**src/hdl/fmr_pkg.sv**
```systemverilog
`timescale 1ns / 1ps
// ----------------------------------------------------------------------------
// fmr_pkg
// Shared types and constants for the single-precision remainder block.
// ----------------------------------------------------------------------------
package fmr_pkg;

    localparam logic [31:0] SIGN_MASK  = 32'h8000_0000;
    localparam logic [31:0] EXP_MASK   = 32'h7F80_0000;
    localparam logic [31:0] MAN_MASK   = 32'h007F_FFFF;
    localparam logic [31:0] HIDDEN_BIT = 32'h0080_0000;
    localparam logic [31:0] QNAN_CANON = 32'h7FC0_0000;
    localparam logic [31:0] QUIET_BIT  = 32'h0040_0000;
    localparam logic [7:0]  EXP_ALL    = 8'hFF;

    localparam int DEFAULT_QUEUE_DEPTH = 2;

    // One item handed from the front to the back.
    typedef struct packed {
        logic               special;
        logic [31:0]        result;
        logic               sign;
        logic [23:0]        mx;
        logic [23:0]        my;
        logic signed [9:0]  ex;
        logic signed [9:0]  ey;
    } fmr_item_t;

    typedef enum logic [0:0] {
        F_IDLE,
        F_NORM
    } fmr_front_state_t;

    typedef enum logic [1:0] {
        B_IDLE,
        B_DIV,
        B_NORM,
        B_DONE
    } fmr_back_state_t;

endpackage

```
**src/hdl/fmr_front.sv**
```systemverilog
`timescale 1ns / 1ps
// ----------------------------------------------------------------------------
// fmr_front
// Accepts operands, resolves special cases and normalizes subnormal inputs.
// ----------------------------------------------------------------------------
module fmr_front
    import fmr_pkg::*;
(
    input  logic        clk,
    input  logic        rst_n,
    input  logic        start,
    input  logic [31:0] dividend_bits,
    input  logic [31:0] divisor_bits,
    output logic        busy,
    input  logic        q_full,
    output logic        push,
    output fmr_item_t   push_item
);

    fmr_front_state_t state_reg, state_next;
    fmr_item_t        item_reg, item_next;

    logic        accept;
    logic [31:0] ax, ay;
    logic        nan_x, nan_y;
    logic        norm_done;
    fmr_item_t   cls;

    assign accept = start && !busy;
    assign ax     = dividend_bits << 1;
    assign ay     = divisor_bits << 1;
    assign nan_x  = (dividend_bits & ~SIGN_MASK) > EXP_MASK;
    assign nan_y  = (divisor_bits & ~SIGN_MASK) > EXP_MASK;

    // Classification of the incoming pair.
    always_comb
    begin
        cls         = '0;
        cls.sign    = dividend_bits[31];
        cls.special = 1'b1;
        cls.mx      = {(dividend_bits[30:23] != 8'd0), dividend_bits[22:0]};
        cls.my      = {(divisor_bits[30:23] != 8'd0), divisor_bits[22:0]};
        cls.ex      = (dividend_bits[30:23] == 8'd0) ? 10'sd1
                                                      : $signed({2'b00, dividend_bits[30:23]});
        cls.ey      = (divisor_bits[30:23] == 8'd0) ? 10'sd1
                                                     : $signed({2'b00, divisor_bits[30:23]});
        if (nan_x)
            cls.result = dividend_bits | QUIET_BIT;
        else if (nan_y)
            cls.result = divisor_bits | QUIET_BIT;
        else if (ay == 32'd0 || dividend_bits[30:23] == EXP_ALL)
            cls.result = QNAN_CANON;
        else if (ax == ay)
            cls.result = dividend_bits & SIGN_MASK;
        else if (ax < ay)
            cls.result = dividend_bits;
        else
        begin
            cls.result  = '0;
            cls.special = 1'b0;
        end
    end

    assign norm_done = item_reg.mx[23] && item_reg.my[23];

    always_comb
    begin
        state_next = state_reg;
        case (state_reg)
            F_IDLE:
                if (accept && !cls.special)
                    state_next = F_NORM;
            F_NORM:
                if (norm_done && !q_full)
                    state_next = F_IDLE;
            default:
                state_next = F_IDLE;
        endcase
    end

    always_comb
    begin
        item_next = item_reg;
        case (state_reg)
            F_IDLE:
                if (accept)
                    item_next = cls;
            F_NORM:
            begin
                if (!item_reg.mx[23])
                begin
                    item_next.mx = item_reg.mx << 1;
                    item_next.ex = item_reg.ex - 10'sd1;
                end
                if (!item_reg.my[23])
                begin
                    item_next.my = item_reg.my << 1;
                    item_next.ey = item_reg.ey - 10'sd1;
                end
            end
            default:
                item_next = item_reg;
        endcase
    end

    // Outputs: specials go straight into the queue at acceptance.
    always_comb
    begin
        busy      = 1'b0;
        push      = 1'b0;
        push_item = cls;
        case (state_reg)
            F_IDLE:
            begin
                busy = q_full;
                push = accept && cls.special;
            end
            F_NORM:
            begin
                busy      = 1'b1;
                push      = norm_done && !q_full;
                push_item = item_reg;
            end
            default:
                busy = 1'b1;
        endcase
    end

    always_ff @(posedge clk or negedge rst_n)
    begin
        if (!rst_n)
            state_reg <= F_IDLE;
        else
            state_reg <= state_next;
    end

    always_ff @(posedge clk)
    begin
        item_reg <= item_next;
    end

endmodule

```
**src/hdl/fmr_queue.sv**
```systemverilog
`timescale 1ns / 1ps
// ----------------------------------------------------------------------------
// fmr_queue
// Short register queue between the front and the back.
// ----------------------------------------------------------------------------
module fmr_queue
    import fmr_pkg::*;
#(
    parameter int DEPTH = DEFAULT_QUEUE_DEPTH
)
(
    input  logic      clk,
    input  logic      rst_n,
    input  logic      push,
    input  fmr_item_t push_item,
    input  logic      pop,
    output fmr_item_t pop_item,
    output logic      full,
    output logic      empty
);

    localparam int PW = (DEPTH > 1) ? $clog2(DEPTH) : 1;
    localparam int CW = $clog2(DEPTH + 1);

    fmr_item_t         mem_reg [DEPTH];
    logic [PW-1:0]     wr_reg, wr_next, rd_reg, rd_next;
    logic [CW-1:0]     cnt_reg, cnt_next;
    logic              do_push, do_pop;

    assign full     = (cnt_reg == CW'(DEPTH));
    assign empty    = (cnt_reg == '0);
    assign do_push  = push && !full;
    assign do_pop   = pop && !empty;
    assign pop_item = mem_reg[rd_reg];

    always_comb
    begin
        wr_next  = wr_reg;
        rd_next  = rd_reg;
        cnt_next = cnt_reg;
        if (do_push)
            wr_next = (wr_reg == PW'(DEPTH - 1)) ? '0 : wr_reg + 1'b1;
        if (do_pop)
            rd_next = (rd_reg == PW'(DEPTH - 1)) ? '0 : rd_reg + 1'b1;
        if (do_push && !do_pop)
            cnt_next = cnt_reg + 1'b1;
        else if (do_pop && !do_push)
            cnt_next = cnt_reg - 1'b1;
    end

    always_ff @(posedge clk or negedge rst_n)
    begin
        if (!rst_n)
        begin
            wr_reg  <= '0;
            rd_reg  <= '0;
            cnt_reg <= '0;
        end
        else
        begin
            wr_reg  <= wr_next;
            rd_reg  <= rd_next;
            cnt_reg <= cnt_next;
        end
    end

    always_ff @(posedge clk)
    begin
        if (do_push)
            mem_reg[wr_reg] <= push_item;
    end

endmodule

```
**src/hdl/fmr_back.sv**
```systemverilog
`timescale 1ns / 1ps
// ----------------------------------------------------------------------------
// fmr_back
// Shift-and-subtract long division and result packing.
// ----------------------------------------------------------------------------
module fmr_back
    import fmr_pkg::*;
(
    input  logic        clk,
    input  logic        rst_n,
    input  logic        q_empty,
    input  fmr_item_t   q_item,
    output logic        pop,
    output logic        done,
    output logic [31:0] remainder_bits
);

    fmr_back_state_t   state_reg, state_next;
    logic [24:0]       mx_reg, mx_next;
    logic [23:0]       my_reg, my_next;
    logic signed [9:0] ex_reg, ex_next, ey_reg, ey_next;
    logic              sign_reg, sign_next;
    logic [31:0]       res_reg, res_next;

    logic              ge, exact;
    logic [24:0]       diff, kept;
    logic signed [9:0] sh;

    assign ge    = mx_reg >= {1'b0, my_reg};
    assign diff  = mx_reg - {1'b0, my_reg};
    assign exact = ge && (diff == 25'd0);
    assign kept  = ge ? diff : mx_reg;
    assign sh    = 10'sd1 - ex_reg;

    always_comb
    begin
        state_next = state_reg;
        case (state_reg)
            B_IDLE:
                if (!q_empty)
                    state_next = q_item.special ? B_DONE : B_DIV;
            B_DIV:
                if (exact)
                    state_next = B_DONE;
                else if (ex_reg <= ey_reg)
                    state_next = B_NORM;
            B_NORM:
                if (mx_reg[23])
                    state_next = B_DONE;
            B_DONE:
                state_next = B_IDLE;
            default:
                state_next = B_IDLE;
        endcase
    end

    always_comb
    begin
        mx_next   = mx_reg;
        my_next   = my_reg;
        ex_next   = ex_reg;
        ey_next   = ey_reg;
        sign_next = sign_reg;
        res_next  = res_reg;
        case (state_reg)
            B_IDLE:
                if (!q_empty)
                begin
                    mx_next   = {1'b0, q_item.mx};
                    my_next   = q_item.my;
                    ex_next   = q_item.ex;
                    ey_next   = q_item.ey;
                    sign_next = q_item.sign;
                    res_next  = q_item.result;
                end
            B_DIV:
                if (exact)
                    res_next = {sign_reg, 31'd0};
                else if (ex_reg > ey_reg)
                begin
                    mx_next = kept << 1;
                    ex_next = ex_reg - 10'sd1;
                end
                else
                    mx_next = kept;
            B_NORM:
                if (!mx_reg[23])
                begin
                    mx_next = mx_reg << 1;
                    ex_next = ex_reg - 10'sd1;
                end
                else if (ex_reg > 10'sd0)
                    res_next = {sign_reg, ex_reg[7:0], mx_reg[22:0]};
                else if (sh >= 10'sd32)
                    res_next = {sign_reg, 31'd0};
                else
                    res_next = {sign_reg, 31'(mx_reg[23:0] >> sh[4:0])};
            default:
                res_next = res_reg;
        endcase
    end

    always_comb
    begin
        pop  = 1'b0;
        done = 1'b0;
        case (state_reg)
            B_IDLE:
                pop = !q_empty;
            B_DONE:
                done = 1'b1;
            default:
                pop = 1'b0;
        endcase
    end

    assign remainder_bits = res_reg;

    always_ff @(posedge clk or negedge rst_n)
    begin
        if (!rst_n)
            state_reg <= B_IDLE;
        else
            state_reg <= state_next;
    end

    always_ff @(posedge clk)
    begin
        mx_reg   <= mx_next;
        my_reg   <= my_next;
        ex_reg   <= ex_next;
        ey_reg   <= ey_next;
        sign_reg <= sign_next;
        res_reg  <= res_next;
    end

endmodule

```
**src/hdl/float32_remainder.sv**
```systemverilog
`timescale 1ns / 1ps
// ----------------------------------------------------------------------------
// float32_remainder
// Exact IEEE-754 single-precision truncated remainder, fmod(x, y).
// ----------------------------------------------------------------------------
// Usage: drive dividend_bits and divisor_bits and raise start. The operand
// transfer takes place at the rising edge where start is high and busy is low.
// Each transfer yields exactly one result: remainder_bits is valid for the
// single cycle in which done is high, and it must be taken then, since the
// receiver cannot stall the block.
// The front classifies the operands: NaNs, a zero divisor, an infinite
// dividend, equal magnitudes and a smaller dividend resolve at once. Other
// pairs have subnormal significands normalized, one bit per cycle, before
// they enter a short queue. The back runs one compare, subtract and shift
// per unit of exponent difference, then renormalizes the remainder one bit
// per cycle and packs it. The division loop in the back sets the throughput.
// The queue lets the front take the next item while the back is working.
// Reset clears the control state of both parts and empties the queue; no
// result is produced until a new transfer.
// ----------------------------------------------------------------------------
module float32_remainder
    import fmr_pkg::*;
#(
    parameter int QUEUE_DEPTH = DEFAULT_QUEUE_DEPTH
)
(
    input  logic        clk,
    input  logic        rst_n,
    input  logic        start,
    output logic        busy,
    input  logic [31:0] dividend_bits,
    input  logic [31:0] divisor_bits,
    output logic        done,
    output logic [31:0] remainder_bits
);

    // Front-to-queue and queue-to-back links.
    logic      push, pop, q_full, q_empty;
    fmr_item_t push_item, pop_item;

    fmr_front u_front (
        .clk           (clk),
        .rst_n         (rst_n),
        .start         (start),
        .dividend_bits (dividend_bits),
        .divisor_bits  (divisor_bits),
        .busy          (busy),
        .q_full        (q_full),
        .push          (push),
        .push_item     (push_item)
    );

    fmr_queue #(
        .DEPTH (QUEUE_DEPTH)
    ) u_queue (
        .clk       (clk),
        .rst_n     (rst_n),
        .push      (push),
        .push_item (push_item),
        .pop       (pop),
        .pop_item  (pop_item),
        .full      (q_full),
        .empty     (q_empty)
    );

    fmr_back u_back (
        .clk            (clk),
        .rst_n          (rst_n),
        .q_empty        (q_empty),
        .q_item         (pop_item),
        .pop            (pop),
        .done           (done),
        .remainder_bits (remainder_bits)
    );

endmodule

```
**config.mk**
```make
export PLATFORM = sky130hd
export DESIGN_NAME = float32_remainder
export DESIGN_NICKNAME = d
export VERILOG_FILES = /design/src/hdl/fmr_pkg.sv /design/src/hdl/fmr_front.sv /design/src/hdl/fmr_queue.sv /design/src/hdl/fmr_back.sv /design/src/hdl/float32_remainder.sv
export SDC_FILE = /design/constraint.sdc
export NUM_CORES = 1
export LEC_CHECK = 0
export ABC_AREA = 1
export BUFFER_PORTS_ARGS = -buffer_cell sky130_fd_sc_hd__buf_4
export CORE_MARGIN = 3
export CORE_UTILIZATION = 45
export CTS_CLUSTER_DIAMETER = 50
export DETAILED_ROUTE_END_ITERATION = 8
export PLACE_DENSITY = 0.6
export SLEW_MARGIN = 30
export SYNTH_ARGS = -nofsm -noshare
export SYNTH_HDL_FRONTEND = slang
export SYNTH_SLANG_ARGS = --single-unit
```
**constraint.sdc**
```tcl
create_clock -name clk -period 6.1 [get_ports clk]
set_clock_uncertainty 0.15 [all_clocks]
set_input_delay 0.915 -clock clk [delete_from_list [all_inputs] [get_ports clk]]
set_output_delay 0.915 -clock clk [all_outputs]
set_load 0.02 [all_outputs]
```
==> run summary, run 1 <==
Ranked by total cell area, the synthesized netlist is headed by edfxtp_1, nand2_1, o21ai_0, inv_1, ha_1. The average size of a mapped cell was 8.79 um^2. The net count of the finished layout is 2791. The row count came out at 81. The endpoint identified for the worst register-to-register timing path is u_back.mx_reg[14]. The die is 231 um tall.

Traced cell by cell, the critical path runs through ha_1 -> nand2_1 -> nor2_1 -> nand2_1 -> nor3_2 -> nand2_1 -> nand3_2 -> nand2_1 -> nand2_2 -> inv_2 -> nor3_4 -> nand3_1 -> nand3_1 -> clkinv_1. The min-delay analysis places its worst path in the category reg2reg. For this run, the leading register cell type out of synthesis is edfxtp_1. Dividing total power by cell area gives a power density of 655 mW/mm^2. The share of total power consumed by net switching was 47.2%. The fraction of synthesized cell area taken by the top area cell type is 53.8%. Counting flops with an async set or reset pin after synthesis yields a share of 1.69%. The sequential area share after synthesis was 54.5%; the number of placed I/O pins was 101.

The destination of the critical timing path was u_back.mx_reg[14]. For this configuration, the core starts out at a cell density of 46.1%. At the end of routability-driven placement, the weighted congestion stood at 0.997. The worst setup path is launched from a flip-flop. The combined area of the multi-input logic cells came out at 0.00885 mm^2. Adding up every negative setup slack in the final design gives 0 ns. STA classifies the critical path endpoint as a flip-flop.

After the first detailed-routing iteration, the DRC count stood at 2308. The run gives 108000 um as the first-pass GRT wire length. Entering global routing, the biggest net connects 104 pins.

Counting flops with a built-in enable in the synthesized netlist gives 408. For this design the static power due to leakage is 10.7 nW. The largest fanout on the critical path is 32. Internal power comes to 8.92 mW. The critical path in this run is classified as reg2reg. Using the TritonRoute via totals, the vias-per-cell ratio works out to 5.63. The clock passes through at most 3 buffers. The run gives 203 MHz as the maximum clock frequency.

In the layout the commonest cells are nand2_1, edfxtp_1, o21ai_0. The tools report the count of mapped cells out of synthesis as 2592. The H-tree generated during clock tree synthesis spans 2 levels.

TritonCTS built the clock tree. The most critical setup path has its startpoint at u_back.mx_reg[18]. Setup repair after global routing left no endpoint under its margin.

Worst IR drop on VDD: 0.239 mV. The post-detailed-route count of antenna-violating nets came out at 0. Counting every sink on the clock net gives 415. For the pin with the worst max-slew slack, the measured transition is 0.903 ns. The flop and latch count out of synthesis came out at 415. The run finished with clean final reports. The register with the most flip-flops in the layout has 204 of them. Including well taps, the total number of placed cells is 3260. The global routing usage summed across all routing layers was 26.8%. The leftover overflow at the end of global routing is 0, and the later-pin clock latency in the skew report is 0.59 ns. Counting every net in the synthesized netlist gives 2735.

The run gives 0 as the max-slew violation count. At the placement stage, the worst setup path has a slack of 0.998 ns. For the clock network fraction of design power, the log shows 17.4%. In this run the cell area of the synthesized design comes to 0.0228 mm^2. The clock slew seen by the registers of the worst setup and hold paths works out to 0.06 ns. The antenna cell count came out at 0. Synthesis instantiated 46 different standard cells from the library. The synthesized design spends more area on one cell type than any other, namely edfxtp_1. Measured along the x axis, the die boundary spans 231 um. Setup violations remaining at the end of the flow were counted as 0. Dividing the detail-routed wire length by the instance count gives 21.8 um. The ratio of final minimum period to clock period was 80.6%. The HPWL after detailed placement came out at 54500 um.

The final standard cell count with taps included and fillers excluded was 3352; the die area was 0.0534 mm^2. For the worst setup path, the data required time is 6.01 ns. During synthesis, Yosys emitted a total of 0 warnings. After detailed routing, the total wire length is 73000 um.

The number of max-capacitance violations reported was 0; the number of cells on the worst reg-to-reg path was 14. The worst max-slew margin expressed relative to the limit came out at 39.5%. The number of hold-slack violations in the final timing report was 0; the area taken by flip-flops and latches was 0.0124 mm^2. Data arrives at the worst endpoint at 4.83 ns. Standard cell with the maximum stage delay on the critical path: clkinv_1. For this design the total switching power over the nets is 7.99 mW. Leaving out fill and tap cells, the most frequent cell in the layout is nand2_1. For the initial antenna violation count, the log shows 1.

The reg-to-reg startpoint was u_back.mx_reg[18]. Compared with the post-synthesis result, the final layout area differs by 13.3%. For this run, design rule violations remaining after detail routing come to 0. The run gives 17000 as the via count of the first global-routing pass.

The number of fillers in the final layout came out at 4675. The run gives 1.18 ns as the reg-to-reg setup timing slack. Of the cells placed in the final design, the portion with a size suffix greater than 1 is 9.11%. The tools report the area of the placeable core as 0.0495 mm^2.

The count of TritonRoute iterations in the first routing pass came out at 6. The run gives 32.8% as the sequential share of power. Clock tree synthesis selected as its root buffer the cell clkbuf_16. The final critical path time including I/O delays and setup is 4.92 ns.

The setup slack of the critical path after layout is 1.18 ns, and the quantity of I/O buffers inserted on ports is 100. By instance count, the cell type seen most on the critical path is nand2_1. The logs give 18900 for the total via count in the routed design and 49 for the CTS buffer count. The stage delay of the slowest cell on the critical path is 0.77 ns, and the share of power burned in combinational logic is 49.8%.
worst min-delay path by stage:
stage,from,to,depth (start not counted)
2_1_floorplan,u_queue.cnt_reg[0],u_queue.cnt_reg[0],1
3_3_place_gp,u_queue.cnt_reg[0],u_queue.cnt_reg[0],1
3_5_place_dp,u_queue.mem_reg[0][68],u_back.sign_reg,2
4_1_cts,dividend_bits[31],u_front.item_reg[68],1
5_1_grt,dividend_bits[31],u_front.item_reg[68],1
6_report,u_queue.cnt_reg[0],u_queue.cnt_reg[0],1
kinds of logic (layout without fill, tap and decap cells):
family,after synthesis,in the layout,synth area share (%)
flops,415,415,54.5
compound gates,537,537,13.0
fa+ha+maj,76,76,4.21
buf+inv,408,504,6.87
mux,8,8,0.351
simple gates,1127,1127,20.3
xor+xnor,21,21,0.807
cell usage after synthesis (11+ instances only):
master	count
nor3_1	21
o21ai_1	25
xor2_1	11
o211ai_1	26
nor2_1	158
ha_1	75
nand3_1	141
inv_1	273
nand2_1	744
o21ai_0	304
edfxtp_1	408
a21oi_1	76
clkbuf_1	94
nand4_1	28
buf_2	16
o22ai_1	60
a31oi_1	11
power groups by stage:
| stage | Sequential [mW] | Combinational (mW) | Clock, mW |
|---|---|---|---|
| floorplan | 5.46 | 5.42 | 0 |
| global placement | 5.56 | 8.21 | 0 |
| detailed placement | 5.59 | 8.25 | 0 |
| CTS | 5.54 | 8.29 | 2.99 |
| global route | 5.63 | 9.27 | 3.11 |
| finish | 5.54 | 8.42 | 2.95 |
metrics by stage:
stage | area (um^2) | total power [mW] | hold WS, ns | util (%)
6_report | 25800 | 16.9 | 0.354 | 52.2
5_1_grt | 25800 | 18.0 | 0.364 | 52.2
4_1_cts | 25800 | 16.8 | 0.351 | 52.2
3_5_place_dp | 24200 | 13.8 | 0.345 | 48.9
3_3_place_gp | 24200 | 13.8 | 0.336 | 48.9
2_1_floorplan | 22800 | 10.9 | 0.318 | -
worst max-delay path, delay by kind of cell, from the launching register on:
| kind | cells | cell delay (ns) |
|---|---|---|
| flops | 1 | 0.60 |
| simple gates | 11 | 2.06 |
| buf+inv | 2 | 1.10 |
| fa+ha+maj | 1 | 0.48 |
layer usage:
| layer | track usage (%) | routed length [um] | vias to the layer above | part of all wire [%] |
|---|---|---|---|---|
| met4 | 6.00 | 1440 | 0 | 2.0 |
| met3 | 4.11 | 6130 | 78 | 8.4 |
| met5 | 0 | 0 | - | 0 |
| li1 | - | - | 8995 | - |
| met1 | 42.0 | 34300 | 8987 | 47 |
| met2 | 39.2 | 31100 | 817 | 43 |
final cells by class:
cell class / instances / share of cell area, %
flip-flops and latches: 415 / 48.1
multi-input cells: 1769 / 34.3
clock buffers: 54 / 4.82
inverters: 286 / 4.17
repair buffers: 127 / 3.91
well taps: 664 / 3.22
clock inverters: 37 / 1.50
what timing repair did:
action	4_1_cts	5_1_grt
hold endpoints to repair	7	0
setup buffers	0	0
hold buffers	1	0
resized for setup	0	0
Note: power is estimated with default switching activity, not from simulation.
==> run 2: changes to the inputs <==
--- a/config.mk
+++ b/config.mk
@@ -5,13 +5,13 @@
 export SDC_FILE = /design/constraint.sdc
 export NUM_CORES = 1
 export LEC_CHECK = 0
-export ABC_AREA = 1
+export ABC_AREA = 0
 export BUFFER_PORTS_ARGS = -buffer_cell sky130_fd_sc_hd__buf_4
 export CORE_MARGIN = 3
 export CORE_UTILIZATION = 45
 export CTS_CLUSTER_DIAMETER = 50
 export DETAILED_ROUTE_END_ITERATION = 8
-export PLACE_DENSITY = 0.6
+export PLACE_DENSITY = 0.57
 export SLEW_MARGIN = 30
 export SYNTH_ARGS = -nofsm -noshare
 export SYNTH_HDL_FRONTEND = slang
==> constraint.sdc (replaced) <==
create_clock -name clk -period 4.9 [get_ports clk]
set_clock_uncertainty 0.15 [all_clocks]
set_input_delay 0.735 -clock clk [delete_from_list [all_inputs] [get_ports clk]]
set_output_delay 0.735 -clock clk [all_outputs]
set_load 0.02 [all_outputs]
==> run summary, run 2 <==
The run finished with clean final reports. The flip-flop count of the largest register after layout works out to 204 (unchanged). The final hold slack is 0.250 ns (was 0.354 ns). The tools report the final weighted congestion in routability-driven placement as 0.902 (was 0.997). The row count came out at 81 (unchanged).

The via count of the first global-routing pass came out at 15400 (was 17000). The number of DRC markers after the initial detailed-route iteration was 1761 (was 2308); the flop and latch count out of synthesis was 415 (unchanged). The global routing usage summed across all routing layers was 25.5% (was 26.8%).

The run gives 0.58 ns (was 0.59 ns) as the later-pin clock latency in the skew report. The final critical path time including I/O delays and setup is 4.54 ns (was 4.92 ns). The average size of a mapped cell works out to 11.8 um^2 (was 8.79 um^2). The number of synthesized flops with an enable pin was 408 (unchanged); the number of H-tree levels was 2 (unchanged). The largest fanout on the critical path came out at 24 (was 32). For the net total in the final layout, the log shows 2143 (was 2791). The met3 wire length was 4470 um (was 6130 um).

The run gives 4268 (was 4675) as the number of fillers in the final layout. Leading area contributor after synthesis: edfxtp_1 (unchanged). The logs give 31700 um (was 34300 um) for the routed length on met1 and 0 (unchanged) for the number of max-capacitance violations reported. The destination of the critical timing path is u_back.remainder_bits[12] (was u_back.mx_reg[14]).

The maximum clock frequency was 220 MHz (was 203 MHz); the number of clock sinks was 415 (unchanged). The number of distinct library cell variants in the gate-level netlist after synthesis is 80 (was 46). The fraction of synthesized cell area taken by the top area cell type is 54.5% (was 53.8%), and the placed instance count is 2610 (was 3260).

The logs give 2054 (was 2735) for the post-synthesis net count and 0 (unchanged) for the final setup violation count. Post-synth top cells: edfxtp_1, nand2_1, o21ai_0, a21oi_1, inv_1 (was nand2_1, edfxtp_1, o21ai_0, inv_1, nor2_1). The power density normalized to cell area was 800 mW/mm^2 (was 655 mW/mm^2); the via-per-instance ratio was 6.04 (was 5.63).

The async set-reset flop share out of synthesis works out to 1.69% (unchanged). The CTS buffer count is 49 (unchanged). The tools report the worst IR drop on VDD as 0.396 mV (was 0.239 mV). Post-placement cell area: 0.0242 mm^2 (about the same). The mean routed wirelength per cell was 25.3 um (was 21.8 um). The vertical die dimension is 230 um (was 231 um). The tools report the area taken by flip-flops and latches as 0.0124 mm^2 (about the same). The quantity of I/O buffers inserted on ports is 100 (unchanged). The leftover overflow at the end of global routing came out at 0 (unchanged). The sequential area share after synthesis came out at 55.3% (was 54.5%).

The final standard cell count with taps included and fillers excluded is 2702 (was 3352). Width of the chip: 230 um (was 231 um). The logs give 0.36 ns (was 1.18 ns) for the reg-to-reg setup timing slack and 78 (was 104) for the largest net degree at the start of global routing. The logs give 52.5% (was 52.2%) for the share of the core filled with cells in the final layout and 4.66 ns (was 4.83 ns) for the data arrival time of the critical path. The startpoint-to-endpoint class of the critical path was reg2reg (unchanged). The post-detailed-route count of antenna-violating nets came out at 0 (unchanged). Critical path launch point: u_back.mx_reg[0] (was u_back.mx_reg[18]). The count of mapped cells out of synthesis was 1911 (was 2592). The run gives 29900 um (was 31100 um) as the routed length on met2. The run gives 0 (unchanged) as the post-CTS resize count. Area overhead of the layout relative to synthesis: 14.8% (was 13.3%). TritonCTS built the clock tree. Setup repair after global routing left no endpoint under its margin. The reg-to-reg startpoint was u_back.mx_reg[0] (was u_back.mx_reg[18]). The run gives 5.02 ns (was 6.01 ns) as the required time reported for the critical path endpoint. Main flop type after synthesis: edfxtp_1 (unchanged). The total routed wirelength was 68300 um (was 73000 um); the max-slew violation count was 0 (unchanged). The logs give 3 (unchanged) for the maximum buffer depth of the clock tree and 5 (was 6) for the count of TritonRoute iterations in the first routing pass. The run gives 0.0258 mm^2 (about the same) as the post-route standard cell area excluding fillers. The run gives 45.7% (was 46.1%) as the effective utilization at floorplan. The kind of start point of the critical path is a flip-flop (unchanged). The number of design rule violations left after detail routing is 0 (unchanged), and the number of hold-slack violations in the final timing report is 0 (unchanged).

The tools report the area of the mapped netlist as 0.0225 mm^2 (was 0.0228 mm^2). The setup slack after placement was 0.162 ns (was 0.998 ns). The proportion of layout cells with a drive suffix above 1 works out to 17.8% (was 9.11%). The transition time of the tightest slew-check pin was 0.955 ns (was 0.903 ns). The combined area of the multi-input logic cells is 0.00932 mm^2 (was 0.00885 mm^2). The total power draw was 20.6 mW (was 16.9 mW); the ratio of final minimum period to clock period was 92.7% (was 80.6%). The run gives 101000 um (was 108000 um) as the first-pass GRT wire length. The worst min-delay path class is in2reg (was reg2reg). The clock tree root driver cell was clkbuf_16 (unchanged). The uppermost metal layer occupied by signal nets is met4 (unchanged). The total of warnings raised by yosys came out at 0 (unchanged). The tools report the worst flop-to-flop path endpoint as u_back.remainder_bits[12] (was u_back.mx_reg[14]).

The total negative slack for setup checks came out at 0 ns (unchanged). Top library cells by usage in the layout, fill and taps aside: edfxtp_1, nand2_1, buf_4 (was nand2_1, edfxtp_1, o21ai_0). Total via count in the routed design: 16300 (was 18900).

Number of cells on the worst reg-to-reg path: 13 (was 14). Category of the worst setup path capture point: a flip-flop (unchanged). The run gives 101 (unchanged) as the number of placed I/O pins. The logs give 0 (was 1) for the initial antenna violation count and 36.2% (was 39.5%) for the worst max-slew margin expressed relative to the limit. The static leakage power was 9.62 nW (was 10.7 nW). Clock slew seen by the registers of the worst setup and hold paths: 0.06 ns (about the same).

Leading cell type by number of instances after synthesis: edfxtp_1 (was nand2_1). The setup slack of the critical path after layout is 0.360 ns (was 1.18 ns). The most common cell after layout, fill and taps aside is edfxtp_1 (was nand2_1).

Top post-synthesis cells by area: edfxtp_1, ha_1, mux2i_1, mux2_2, nand2_1 (was edfxtp_1, nand2_1, o21ai_0, inv_1, ha_1). The tools report the HPWL after detailed placement as 49900 um (was 54500 um). The die area was 0.0527 mm^2 (was 0.0534 mm^2); the area of the placeable core was 0.0492 mm^2 (was 0.0495 mm^2).
-- run 2: per-layer routing --
layer	GRT usage (%)	vias up
met5	0	-
met4	8.51	0
met3	3.27	127
met2	37.7	673
met1	38.7	7989
li1	-	7523
-- run 2: where the power goes --
| part | internal, mW | total, mW | leakage (nW) | switching (mW) |
|---|---|---|---|---|
| logic | 3.82 | 10.4 | 4.89 | 6.58 |
| registers | 5.81 | 6.63 | 3.94 | 0.817 |
| clock network | 2.08 | 3.61 | 0.783 | 1.53 |
| total | 11.7 | 20.6 | 9.62 | 8.92 |
-- run 2: cells by family after synthesis --
family                   synth area share [%]
flip-flops                               55.3
AO/OA/AOI/OAI                            14.8
adder cells (fa/ha/maj)                  4.26
AND/OR/NAND/NOR                          10.0
buffers and inverters                    3.75
multiplexers                             10.1
XOR/XNOR                                 1.83
-- run 2: how the worst min path moves through the flow --
stage,startpoint,endpoint,cells past startpoint
after floorplan,rst_n,u_back.state_reg[0],0
after global placement,u_queue.cnt_reg[1],u_queue.cnt_reg[1],1
after detailed placement,u_queue.cnt_reg[1],u_queue.cnt_reg[1],1
after CTS,dividend_bits[31],u_front.item_reg[68],1
after global routing,dividend_bits[31],u_front.item_reg[68],1
final,dividend_bits[31],u_front.item_reg[68],1
-- run 2: final cells by class --
| cell class | instances | share of cell area (%) |
|---|---|---|
| Inverter | 101 | 1.47 |
| Timing Repair Buffer | 155 | 4.84 |
| Tap cell | 664 | 3.22 |
| Antenna cell | 1 | 0.00970 |
| Multi-Input combinational cell | 1278 | 36.1 |
| Clock buffer | 53 | 4.81 |
| Sequential cell | 415 | 48.2 |
| Clock inverter | 35 | 1.37 |
-- run 2: worst max-delay path, cell delays in order, from the launching register on --
cell      delay [ns]
edfxtp_1        0.43
inv_1           0.07
ha_1            0.21
fa_1            0.41
nand2b_1        0.20
a211oi_1        0.41
or2_1           0.25
xnor2_2         0.16
or4b_1          0.48
or3_1           0.33
nor4_1          0.43
nand4b_1        0.25
a21oi_4         0.23
buf_12          0.21
-- run 2: repair_timing --
action / in CTS / in global routing
hold endpoints to repair: 7 / 0
endpoints found under the setup margin: 0 / 24
hold buffers: 1 / 0
buffers inserted: 0 / 2
